<file path="config.mk">
export PLATFORM = sky130hd
export DESIGN_NAME = ssm_phi
export DESIGN_NICKNAME = d
export VERILOG_FILES = /design/src/ssm_pkg.sv /design/src/ssm_phi.sv
export SDC_FILE = /design/constraint.sdc
export NUM_CORES = 1
export LEC_CHECK = 0
export ABC_AREA = 1
export BUFFER_PORTS_ARGS = -buffer_cell sky130_fd_sc_hd__buf_2
export CELL_PAD_IN_SITES_DETAIL_PLACEMENT = 0
export CELL_PAD_IN_SITES_GLOBAL_PLACEMENT = 2
export CORE_MARGIN = 2
export CORE_UTILIZATION = 27
export DETAILED_ROUTE_END_ITERATION = 12
export PLACE_DENSITY = 0.88
export SLEW_MARGIN = 20
export SYNTH_ARGS = -nofsm -noshare
export SYNTH_HDL_FRONTEND = slang
export SYNTH_SLANG_ARGS = --single-unit
</file>
<file path="constraint.sdc">
create_clock -name vclk -period 5.54
set_clock_uncertainty 0.05 [all_clocks]
set_input_delay 0.277 -clock vclk [all_inputs]
set_output_delay 0.277 -clock vclk [all_outputs]
set_load 0.03 [all_outputs]
</file>
<file path="src/ssm_pkg.sv">
// shared types and constants for the stub sector membership block
`default_nettype none
package ssm_pkg;

	// stream word widths
	localparam int IN_W        = 131;
	localparam int IN_TDATA_W  = 136;
	localparam int OUT_W       = 10;
	localparam int OUT_TDATA_W = 16;

	// configuration port
	localparam int CFG_IDX_W  = 3;
	localparam int CFG_DATA_W = 16;

	localparam logic [CFG_IDX_W-1:0] CFG_MODE_FLAGS   = 3'd0;
	localparam logic [CFG_IDX_W-1:0] CFG_Z_OUTER_LOW  = 3'd1;
	localparam logic [CFG_IDX_W-1:0] CFG_Z_OUTER_HIGH = 3'd2;
	localparam logic [CFG_IDX_W-1:0] CFG_BEAM_HALF    = 3'd3;
	localparam logic [CFG_IDX_W-1:0] CFG_REF_RADIUS   = 3'd4;
	localparam logic [CFG_IDX_W-1:0] CFG_PHI_CENTER   = 3'd5;
	localparam logic [CFG_IDX_W-1:0] CFG_PHI_HALF     = 3'd6;
	localparam logic [CFG_IDX_W-1:0] CFG_TRK_NOM_TOL  = 3'd7;

	// mode flag bit positions
	localparam int MF_STRIP_ETA = 0;
	localparam int MF_STRIP_PHI = 1;
	localparam int MF_STUB_PHI  = 2;
	localparam int MF_TRACK_PHI = 3;
	localparam int MF_CALC_RES  = 4;

	// register reset values
	localparam logic [4:0]  RST_MODE_FLAGS = 5'd12;
	localparam logic [14:0] RST_BEAM_HALF  = 15'd960;
	localparam logic [13:0] RST_REF_RADIUS = 14'd3200;
	localparam logic [14:0] RST_PHI_HALF   = 15'd2048;

	// edge arithmetic widths, sized for up to eight subsectors
	localparam int EDGE_W = 22;
	localparam int SBW_W  = 19;
	localparam int P_W    = 48;

	typedef struct packed {
		logic [14:0] track_phi_strip_err;
		logic [14:0] track_phi_res;
		logic [15:0] track_phi;
		logic [14:0] curvature_tol;
		logic [15:0] hit_phi;
		logic [11:0] z_error;
		logic [11:0] radius_error;
		logic [15:0] hit_z;
		logic [13:0] hit_radius;
	} item_t;

	// eta edges of one slice at reference radius, scaled by the slice count
	typedef struct packed {
		logic [EDGE_W-1:0] lo;
		logic [EDGE_W-1:0] hi;
		logic [EDGE_W-1:0] a;
		logic [EDGE_W-1:0] b;
		logic [SBW_W-1:0]  sbw;
	} edge_t;

	typedef struct packed {
		logic [4:0]  mode;
		logic [15:0] center;
		logic [14:0] half_width;
		logic [14:0] nom_tol;
	} phi_cfg_t;

	typedef struct packed {
		logic [7:0] mask;
		logic       in_eta;
		logic       in_phi;
	} result_t;

endpackage
`default_nettype wire

</file>
<file path="src/ssm_phi.sv">
// stub and track phi window tests with wrapped angle difference
`default_nettype none
module ssm_phi (
	input  ssm_pkg::phi_cfg_t cfg,
	input  ssm_pkg::item_t    item,
	output logic              in_phi
);
	import ssm_pkg::*;

	logic [15:0] d_stub;
	logic [15:0] d_trk;
	logic [16:0] ad_stub;
	logic [16:0] ad_trk;
	logic [16:0] stub_lim;
	logic [14:0] tol;
	logic [17:0] trk_lim;
	logic        stub_ok;
	logic        trk_ok;

	always_comb begin
		d_stub = item.hit_phi - cfg.center;
		d_trk  = item.track_phi - cfg.center;
		// magnitude of a 16-bit wrapped difference, -32768 gives 32768
		ad_stub = d_stub[15] ? (~{1'b1, d_stub} + 17'd1) : {1'b0, d_stub};
		ad_trk  = d_trk[15] ? (~{1'b1, d_trk} + 17'd1) : {1'b0, d_trk};

		stub_lim = {2'b00, cfg.half_width} + {2'b00, item.curvature_tol};
		stub_ok  = !cfg.mode[MF_STUB_PHI] || (ad_stub <= stub_lim);

		tol = (cfg.mode[MF_CALC_RES] && (item.track_phi_res < cfg.nom_tol)) ?
			item.track_phi_res : cfg.nom_tol;
		trk_lim = {3'b000, cfg.half_width} + {3'b000, tol} +
			(cfg.mode[MF_STRIP_PHI] ? {3'b000, item.track_phi_strip_err} : 18'd0);
		trk_ok = !cfg.mode[MF_TRACK_PHI] || ({1'b0, ad_trk} <= trk_lim);

		in_phi = stub_ok && trk_ok;
	end

endmodule
`default_nettype wire

</file>
# After elaboration in Yosys (flattened, before gate mapping)
# Index checks and enable logic that the tools add are counted.
[word_totals] register_bits=0 inputBits=182 out_inout_bits=1
[classes] add_sub_neg=7 n_lt_le_gt_ge=3 n_mux=4 bitwise_logic=2 n_reduce_logical=6
[ops] operator="$add 17x1->17 const B" n=2
[ops] operator="$mux 17" n=2
[ops] operator="$not 17->17" n=2
[ops] operator="$add 15x15->16" n=2
[ops] operator="$sub 16x16->16" n=2
[ops] operator="$mux 15" n=2
[ops] operator="$add 16x15->17" n=1
[ops] operator="$le 17x16->1" n=1
[ops] operator="$le 17x17->1" n=1
[ops] operator="$lt 15x15->1" n=1
[ops] operator="$logic_and 1x1->1" n=2
[ops] operator="$logic_not 1->1" n=2
[ops] operator="$logic_or 1x1->1" n=2

# Longest topological paths before layout
# Gate-level depths: netlist (run 1).
[depth] ltp_word=8 depth_mapped=29 mapped_depth_nobuf=28

# Least setup slack after synthesis (run 1)
# Ideal clock, no wire load.
[synth_path] path_type="input to output" startpoint="input cfg[6] in the netlist's numbering" endpoint="output in_phi" arrival_ps=4218 setup_slack_ps=995 path_stages=26 path_cell_list="inv_1 -> ha_1 -> nand2_1 -> inv_1 -> nand3_1 -> a21oi_1 -> o211ai_1 -> nand3_1 -> clkbuf_1 -> nor2_1 -> a21oi_1 -> fa_1 -> ha_1 -> a21oi_1 -> o21ai_0 -> a21oi_1 -> o21ai_0 -> xor2_1 -> ha_1 -> inv_1 -> nor3_1 -> nand3b_1 -> o31a_1 -> nand2_1 -> nand2_1 -> inv_1"
[synth_between] elab_chain_cells=8
[synth_rtl] element="from (decl)" line="ssm_phi.sv:4" rtl="input ssm_pkg::phi_cfg_t cfg,"
[synth_rtl] element="$lt 15x15->1" line="ssm_phi.sv:30" rtl="tol = (cfg.mode[MF_CALC_RES] && (item.track_phi_res < cfg.nom_tol)) ?"
[synth_rtl] element="$logic_and 1x1->1" line="ssm_phi.sv:30"
[synth_rtl] element="$mux 15 *" line="ssm_phi.sv:30"
[synth_rtl] element="$add 15x15->16 *" line="ssm_phi.sv:32" rtl="trk_lim = {3'b000, cfg.half_width} + {3'b000, tol} +"
[synth_rtl] element="$add 16x15->17 *" line="ssm_phi.sv:32"
[synth_rtl] element="$le 17x17->1 *" line="ssm_phi.sv:34" rtl="trk_ok = !cfg.mode[MF_TRACK_PHI] || ({1'b0, ad_trk} <= trk_lim);"
[synth_rtl] element="$logic_or 1x1->1 *" line="ssm_phi.sv:34"
[synth_rtl] element="$logic_and 1x1->1 *" line="ssm_phi.sv:36" rtl="in_phi = stub_ok && trk_ok;"
[synth_rtl] element="to (decl)" line="ssm_phi.sv:6" rtl="output logic in_phi"
# Mark *: on every way between the ends. The rest lies on a longest branch, timed or not.

# Final worst setup path (run 1)
# Ends and elaborated chain as after synthesis.

==> reports/metrics.yaml, run 1 <==
post-synth-top-count-cell: "nand2_1"
synth.top_cell.area_share_pct: 23.2
worstPathRequired_ns: 5.21
dr.pass1.iters: 5
power_density_nw_per_um2: 172
place_hpwl_mm: 16.2
min_to: "in_phi"
yosysWarnings: 0
period_minus_slack_ns: 5.15
netlist_instances: 997
fin_nets: 1434
gp_congestion: 0.837
p_int_w: 0.000469
mappedNetlistArea_sq_um: 5840
power_frac_clock_pct: 0
max_freq_mhz: 194
start_kind: "input pin"
power_w: 0.00118
endpoint_kind: "primary output"
seqPwrFrac_pct: 0
path_class: "in2out"
grt_pass1_vias: 6064
fin_ws_ns: 0.392
dpl_worst_slack_ns: 0.227
cp.arrival_ns: 4.82
hold_path_class: "in2out"
synth_largest_area_cell: "ha_1"
power_switching_w: 0.000709
clkbuf_count: 0
drtIter0Drc: 198
syn_area_per_cell_sq_um: 5.85
vias_per_cell: 4.46
highest_layer: "met4"
core.rowCount: 53
die_width_um: 151
die_height_um: 151
critPathMaxStageDelay_ns: 0.53
place_inst: 1397
tns_ns: 0
setup-violations-final: 0
wl_mm: 17.4
grt_pass1_wl_mm: 28.6
nFillCells: 2469
synthTopCellsByArea: "ha_1 23%, nand2_1 18%, inv_1 12%"
maxCapViolations: 0
track_usage_pct: 15.3
wl_met1_mm: 8.31
start_util_pct: 27.7
seq_area_frac_synth_pct: 0
routed-wl-met3_um: 192
p_leak_nw: 4.09
met2WireLength_mm: 8.80
hp-start: "cfg[48]"
post-route-period-util_pct: 92.9
fin_util_pct: 32.4
syn-num-nets: 1306
synthDistinctLibCells: 42
ant_nets: 0
drive_above_1_share_pct: 16.5
combPwrFrac_pct: 100.0
holdBufCountCts: 0
core_area_sq_um: 21100
critPathMaxFanout: 6
swShare_pct: 60.2
synth_top_cells_by_count: "276 x nand2_1, 194 x inv_1, 108 x ha_1"
cp_common_cell: "inv_1"
ir_drop_v: 0.0000580
overflow: 0
instances_no_fill: 1400
drc: 0
boundaryPins: 183
hold_violations: 0
design.seq.count: 0
die_area_sq_um: 22800
io_buffers: 128
vias: 6243
wl_per_cell_um: 12.5
min_path_cells: 5
status: "finished, final reports clean"
finalMaxSlewViolations: 0
antenna_found_initial: 1
regArea_sq_um: 0
cp_slowest_cell: "fa_1"
grt_max_degree: 18
syn2layout_area_growth_pct: 17.2
## cells in the final DEF, fill, tap and decap left out, drive strengths merged
cell	synthesis	final
fa	19	19
a31oi	4	4
nand2	299	299
a21o	7	7
nor3b	1	1
nor3	11	11
o22ai	1	1
nor2	66	66
o31a	1	1
o21ai	44	44
o2111ai	1	1
inv	199	199
a21boi	3	3
xor2	31	31
conb	1	1
o21a	2	2
ha	108	108
nand4	15	15
nand3	66	66
and2	4	4
o31ai	4	4
xnor2	18	18
a21oi	74	74
o211ai	1	1
diode	0	2
nand3b	8	8
buf	2	132
o21bai	3	3
## metal layers
layer / up-vias / global-route usage (%)
met4: 0 / 1.17
met2: 44 / 28.7
li1: 3445 / -
met3: 8 / 0.271
met1: 2746 / 20.4
met5: - / 0
## metrics by stage
stage | hold WS (ns) | cell area [sq um]
after CTS | 0.899 | 6800
after global routing | 0.938 | 6840
after global placement | 0.919 | 6800
after floorplan | 0.729 | 5840
final | 0.896 | 6840
after detailed placement | 0.897 | 6800
## power by group through the flow
stage | clock network [W] | logic (W) | registers [W]
6_report | 0.0000000000483 | 0.00118 | 0
4_1_cts | 0 | 0.00119 | 0
3_5_place_dp | 0 | 0.00118 | 0
2_1_floorplan | 0 | 0.000897 | 0
5_1_grt | 0.0000000000241 | 0.00138 | 0
3_3_place_gp | 0 | 0.00117 | 0
## area by class of cell
type                       count  area (sq um)  share of cell area, %
inverter                     199           747                   10.9
antenna                        2          5.00                 0.0732
tap                          275           344                   5.03
timing repair buffer         132           671                   9.81
multi-input combinational    792          5070                   74.2
## critical path, delay by kind of cell
family | cells | cell delay, ns
compound gates | 6 | 0.93
xor+xnor | 1 | 0.16
fa+ha+maj | 5 | 1.71
buf+inv | 7 | 0.69
simple gates | 8 | 1.02
## kinds of logic after synthesis
family	synth area share, %
simple gates	35.6
buf+inv	13.5
compound gates	13.7
fa+ha+maj	29.7
xor+xnor	7.48
other cells	0.0642
## timing repair
action / in CTS / in global routing
setup endpoints to repair: 0 / 1
buffers inserted: 0 / 1
gates resized for setup: 0 / 7
## worst max path at each step
| stage | startpoint | end | depth (start not counted) |
|---|---|---|---|
| after CTS | cfg[6] | in_phi | 27 |
| after detailed placement | cfg[6] | in_phi | 27 |
| after global placement | cfg[6] | in_phi | 26 |
| after floorplan | cfg[6] | in_phi | 26 |
| after global routing | cfg[6] | in_phi | 28 |
| final | cfg[6] | in_phi | 27 |
Power figures use the tool's default switching activity.
==> run 2, diff against run 1 <==
Settings changed: CORE_UTILIZATION 27 to 25, PLACE_DENSITY 0.88 to 0.83, TNS_END_PERCENT set to 20.
==> reports/metrics.yaml, run 2 (synthesis results as in run 1) <==
critPathMaxFanout: 18  # +12
endpoint_kind: "primary output"
crit_start: "cfg[4]"
diodes: 0  # -2
multi_input_area_sq_um: 5090  # +0.30%
ir_drop_v: 0.0000741  # +28%
fin_ws_ns: 0.369  # -0.0231 ns
antenna_found_initial: 0  # -1
dpl_worst_slack_ns: 0.237  # +0.00985 ns
critPathBufInv: 8  # +1
overflow: 0  # unchanged
place_hpwl_mm: 16.8  # +3.7%
ant_nets: 0  # unchanged
grt_pass1_vias: 6186  # +2.0%
worstPathRequired_ns: 5.21  # about the same
power_density_nw_per_um2: 173  # +0.65%
hp-start: "cfg[48]"
post-route-period-util_pct: 93.3  # +0.42 points
drive_above_1_share_pct: 16.8  # +0.37 points
core_area_sq_um: 22800  # +8.0%
post_cts_buffers: 0  # unchanged
setup-violations-final: 0  # unchanged
maxCapViolations: 0  # unchanged
vias_per_cell: 4.34  # -2.7%
track_usage_pct: 14.7  # -0.60 points
hold_violations: 0  # unchanged
grt_max_degree: 19  # +1
syn2layout_area_growth_pct: 18.1
vias: 6227  # -0.26%
final_common_cell: "nand2_1"
cp_slowest_cell: "fa_1"
mostFrequentLayoutCells: "276 x nand2_1, 194 x inv_1, 127 x buf_2, 107 x ha_1, 67 x a21oi_1"
cp.arrival_ns: 4.84  # +0.02 ns
dr.pass1.iters: 4  # -1
core.rowCount: 55  # +3.8%
wl_mm: 18.2  # +4.3%
design.seq.count: 0  # unchanged
gp_congestion: 0.829  # -1.0%
grt_pass1_wl_mm: 29.4  # +2.8%
hold_path_class: "in2out"
start_kind: "input pin"
boundaryPins: 183  # unchanged
wl_per_cell_um: 12.7  # +1.8%
cp_common_cell: "inv_1"
cp_top_family: "adder cells"
path_class: "in2out"
die_height_um: 157  # +3.8%
status: "finished, final reports clean"
p_leak_nw: 4.09  # -0.13%
regArea_sq_um: 0  # unchanged
max_freq_mhz: 193  # -0.45%
fin_nets: 1433  # -0.070%
clkbuf_count: 0  # unchanged
start_util_pct: 25.6  # -2.1 points
period_minus_slack_ns: 5.17  # +0.0231 ns
io_buffers: 128  # unchanged
tns_ns: 0  # unchanged
nFillCells: 2683  # +8.7%
rsz0062_at_grt: "false"
drtIter0Drc: 262  # +32%
finalMaxSlewViolations: 0  # unchanged
critPathMaxStageDelay_ns: 0.51  # -0.02 ns
die_area_sq_um: 24600  # +7.8%
die_width_um: 157  # +3.8%
drc: 0  # unchanged
run 2: what timing repair did:
action                                  4_1_cts  5_1_grt
hold buffers                                  0        0
endpoints found under the setup margin        0        1
resized for setup                             0       14
run 2: tightest hold or removal path: stages:
cell	delay, ns
buf_2	0.08
nand3_1	0.06
nand2_1	0.06
inv_1	0.04
clkbuf_4	0.17
run 2: through the flow:
| stage | area (sq um) | cells | power (W) | hold slack (ns) | utilization [%] |
|---|---|---|---|---|---|
| 2_1_floorplan | 5840 | 997 | 0.000897 | 0.729 | - |
| 3_5_place_dp | 6850 | 1435 | 0.00119 | 0.927 | 30.1 |
| 6_report | 6890 | 1435 | 0.00119 | 0.924 | 30.3 |
| 5_1_grt | 6890 | 1435 | 0.00140 | 1.00 | 30.3 |
| 3_3_place_gp | 6850 | 1435 | 0.00118 | 0.947 | 30.1 |
| 4_1_cts | 6850 | 1435 | 0.00120 | 0.929 | 30.1 |
run 2: area by class of cell:
cell class                      count  share of cell area, %
Timing Repair Buffer              131                   9.66
Inverter                          199                   10.8
Multi-Input combinational cell    792                   73.8
Tap cell                          313                   5.68
run 2: final timing paths:
path | to | slack [ns] | cells past startpoint
worst min-delay path | in_phi | 0.92 | 5
worst max-delay path | in_phi | 0.37 | 28
run 2: metal layers:
layer	track usage, %	up-vias	wire length, um
met5	0	-	0
met4	0.786	0	78
met3	0.138	6	269
met2	28.5	60	9310
met1	19.0	2716	8530
li1	-	3445	-
run 2: power breakdown:
group	leakage [nW]	total (W)	internal, W	switching (W)
combinational	4.09	0.00119	0.000474	0.000721
clock	0	0	0	0
sequential	0	0	0	0
==> run 3, diff against run 2 <==
Settings changed: PLACE_DENSITY 0.83 to not set, PLACE_DENSITY_LB_ADDON set to 0.08.
==> reports/metrics.yaml, run 3 (synthesis results as in run 1) <==
status: "finished, final reports clean"
vias_per_cell: 4.36  # +0.45%
die_area_sq_um: 24600  # unchanged
rsz0062_at_grt: "false"
hold_violations: 0  # unchanged
power_switching_w: 0.000741  # +2.9%
fin_nets: 1451  # +1.3%
hold_path_class: "in2out"
final_common_cell: "nand2_1"
ant_nets: 0  # unchanged
combPwrFrac_pct: 100.0  # about the same
antenna_found_initial: 1  # +1
place_area_sq_um: 6970  # +1.8%
multi_input_area_sq_um: 5110  # +0.42%
place_inst: 1451  # +1.1%
design.seq.count: 0  # unchanged
gp_congestion: 0.798  # -3.7%
fin_hold_ws_ns: 0.892  # -0.0312 ns
syn2layout_area_growth_pct: 20.8
period_minus_slack_ns: 5.15  # -0.0165 ns
nFillCells: 2672  # -0.41%
drtIter0Drc: 168  # -36%
grt_pass1_wl_mm: 31.9  # +8.6%
start_util_pct: 25.6  # unchanged
maxCapViolations: 0  # unchanged
track_usage_pct: 16.1  # +1.4 points
cp_slowest_cell: "fa_1"
dr.pass1.iters: 5  # +1
wl_mm: 20.0  # +9.8%
grt_pass1_vias: 6450  # +4.3%
seqPwrFrac_pct: 0  # unchanged
die_width_um: 157  # unchanged
setup-violations-final: 0  # unchanged
use_met2_pct: 29.3  # +0.81 points
finalMaxSlewViolations: 0  # unchanged
path_class: "in2out"
p_int_w: 0.000515  # +8.7%
dpl_worst_slack_ns: 0.0862  # -0.150 ns
met1_usage_pct: 22.6  # +3.6 points
tns_ns: 0  # unchanged
mostFrequentLayoutCells: "275 x nand2_1, 194 x inv_1, 127 x buf_2, 106 x ha_1, 66 x a21oi_1"
critPathMaxStageDelay_ns: 0.49  # -0.02 ns
drc: 0  # unchanged
p_leak_nw: 4.17  # +2.1%
start_kind: "input pin"
power_frac_clock_pct: 0  # unchanged
swShare_pct: 59.0  # -1.3 points
place_hpwl_mm: 18.7  # +11%
power_density_nw_per_um2: 178  # +2.8%
met3_usage_pct: 0.111  # -0.028 points
grt_max_degree: 18  # -1
endpoint_kind: "primary output"
die_height_um: 157  # unchanged
max_freq_mhz: 194  # +0.32%
core_area_sq_um: 22800  # unchanged
boundaryPins: 183  # unchanged
drive_above_1_share_pct: 18.7  # +1.8 points
ir_drop_v: 0.0000628  # -15%
design_area_sq_um: 7050  # +2.3%
grt.busiest_layer: "met2"
worstPathRequired_ns: 5.21  # about the same
vias: 6338  # +1.8%
regArea_sq_um: 0  # unchanged
io_buffers: 128  # unchanged
fin_ws_ns: 0.385  # +0.0165 ns
wl_per_cell_um: 13.7  # +8.3%
instances_no_fill: 1454  # +1.3%
core.rowCount: 55  # unchanged
critPathBufInv: 7  # -1
clkbuf_count: 0  # unchanged
overflow: 0  # unchanged
cp_top_family: "compound AO/OA/AOI/OAI gates"
post-route-period-util_pct: 93.0  # -0.30 points
cp.arrival_ns: 4.83  # about the same
critPathMaxFanout: 12  # -6
[run 3: cell types whose count changed in the layout (fill, tap and decap cells not counted), sizes merged]
cell and delta:
buf +18, diode +1
[run 3: final cells by class]
| cell class | instances | area share [%] |
|---|---|---|
| well taps | 313 | 5.55 |
| diodes | 1 | 0.0355 |
| inverters | 199 | 10.6 |
| repair buffers | 149 | 11.4 |
| multi-input cells | 792 | 72.5 |
[run 3: final timing paths]
| path | start | end | slack (ns) | depth (start not counted) |
|---|---|---|---|---|
| worst max-delay path | cfg[2] | in_phi | 0.39 | 25 |
| worst min-delay path | cfg[48] | in_phi | 0.89 | 5 |
[run 3: stage by stage]
stage	util [%]	power (W)
floorplan	-	0.000897
global placement	30.6	0.00125
detailed placement	30.6	0.00125
CTS	30.6	0.00126
global route	31.0	0.00146
finish	31.0	0.00126
[run 3: layer usage]
layer | share of wire, % | vias to the layer above
met3 | 0.98 | 2
li1 | - | 3476
met5 | 0 | -
met1 | 50 | 2827
met2 | 48 | 33
met4 | 0.21 | 0
[run 3: what timing repair did]
action,in CTS,in global routing
gates resized for setup,0,23
endpoints found under the hold margin,0,0
buffers inserted,0,2
hold buffers,0,0
setup endpoints to repair,0,1
[run 3: power by group through the flow]
stage	sequential (W)	clock [W]	combinational, W
3_3_place_gp	0	0	0.00125
2_1_floorplan	0	0	0.000897
3_5_place_dp	0	0	0.00125
4_1_cts	0	0	0.00126
5_1_grt	0	0.0000000000241	0.00146
6_report	0	0.0000000000241	0.00126
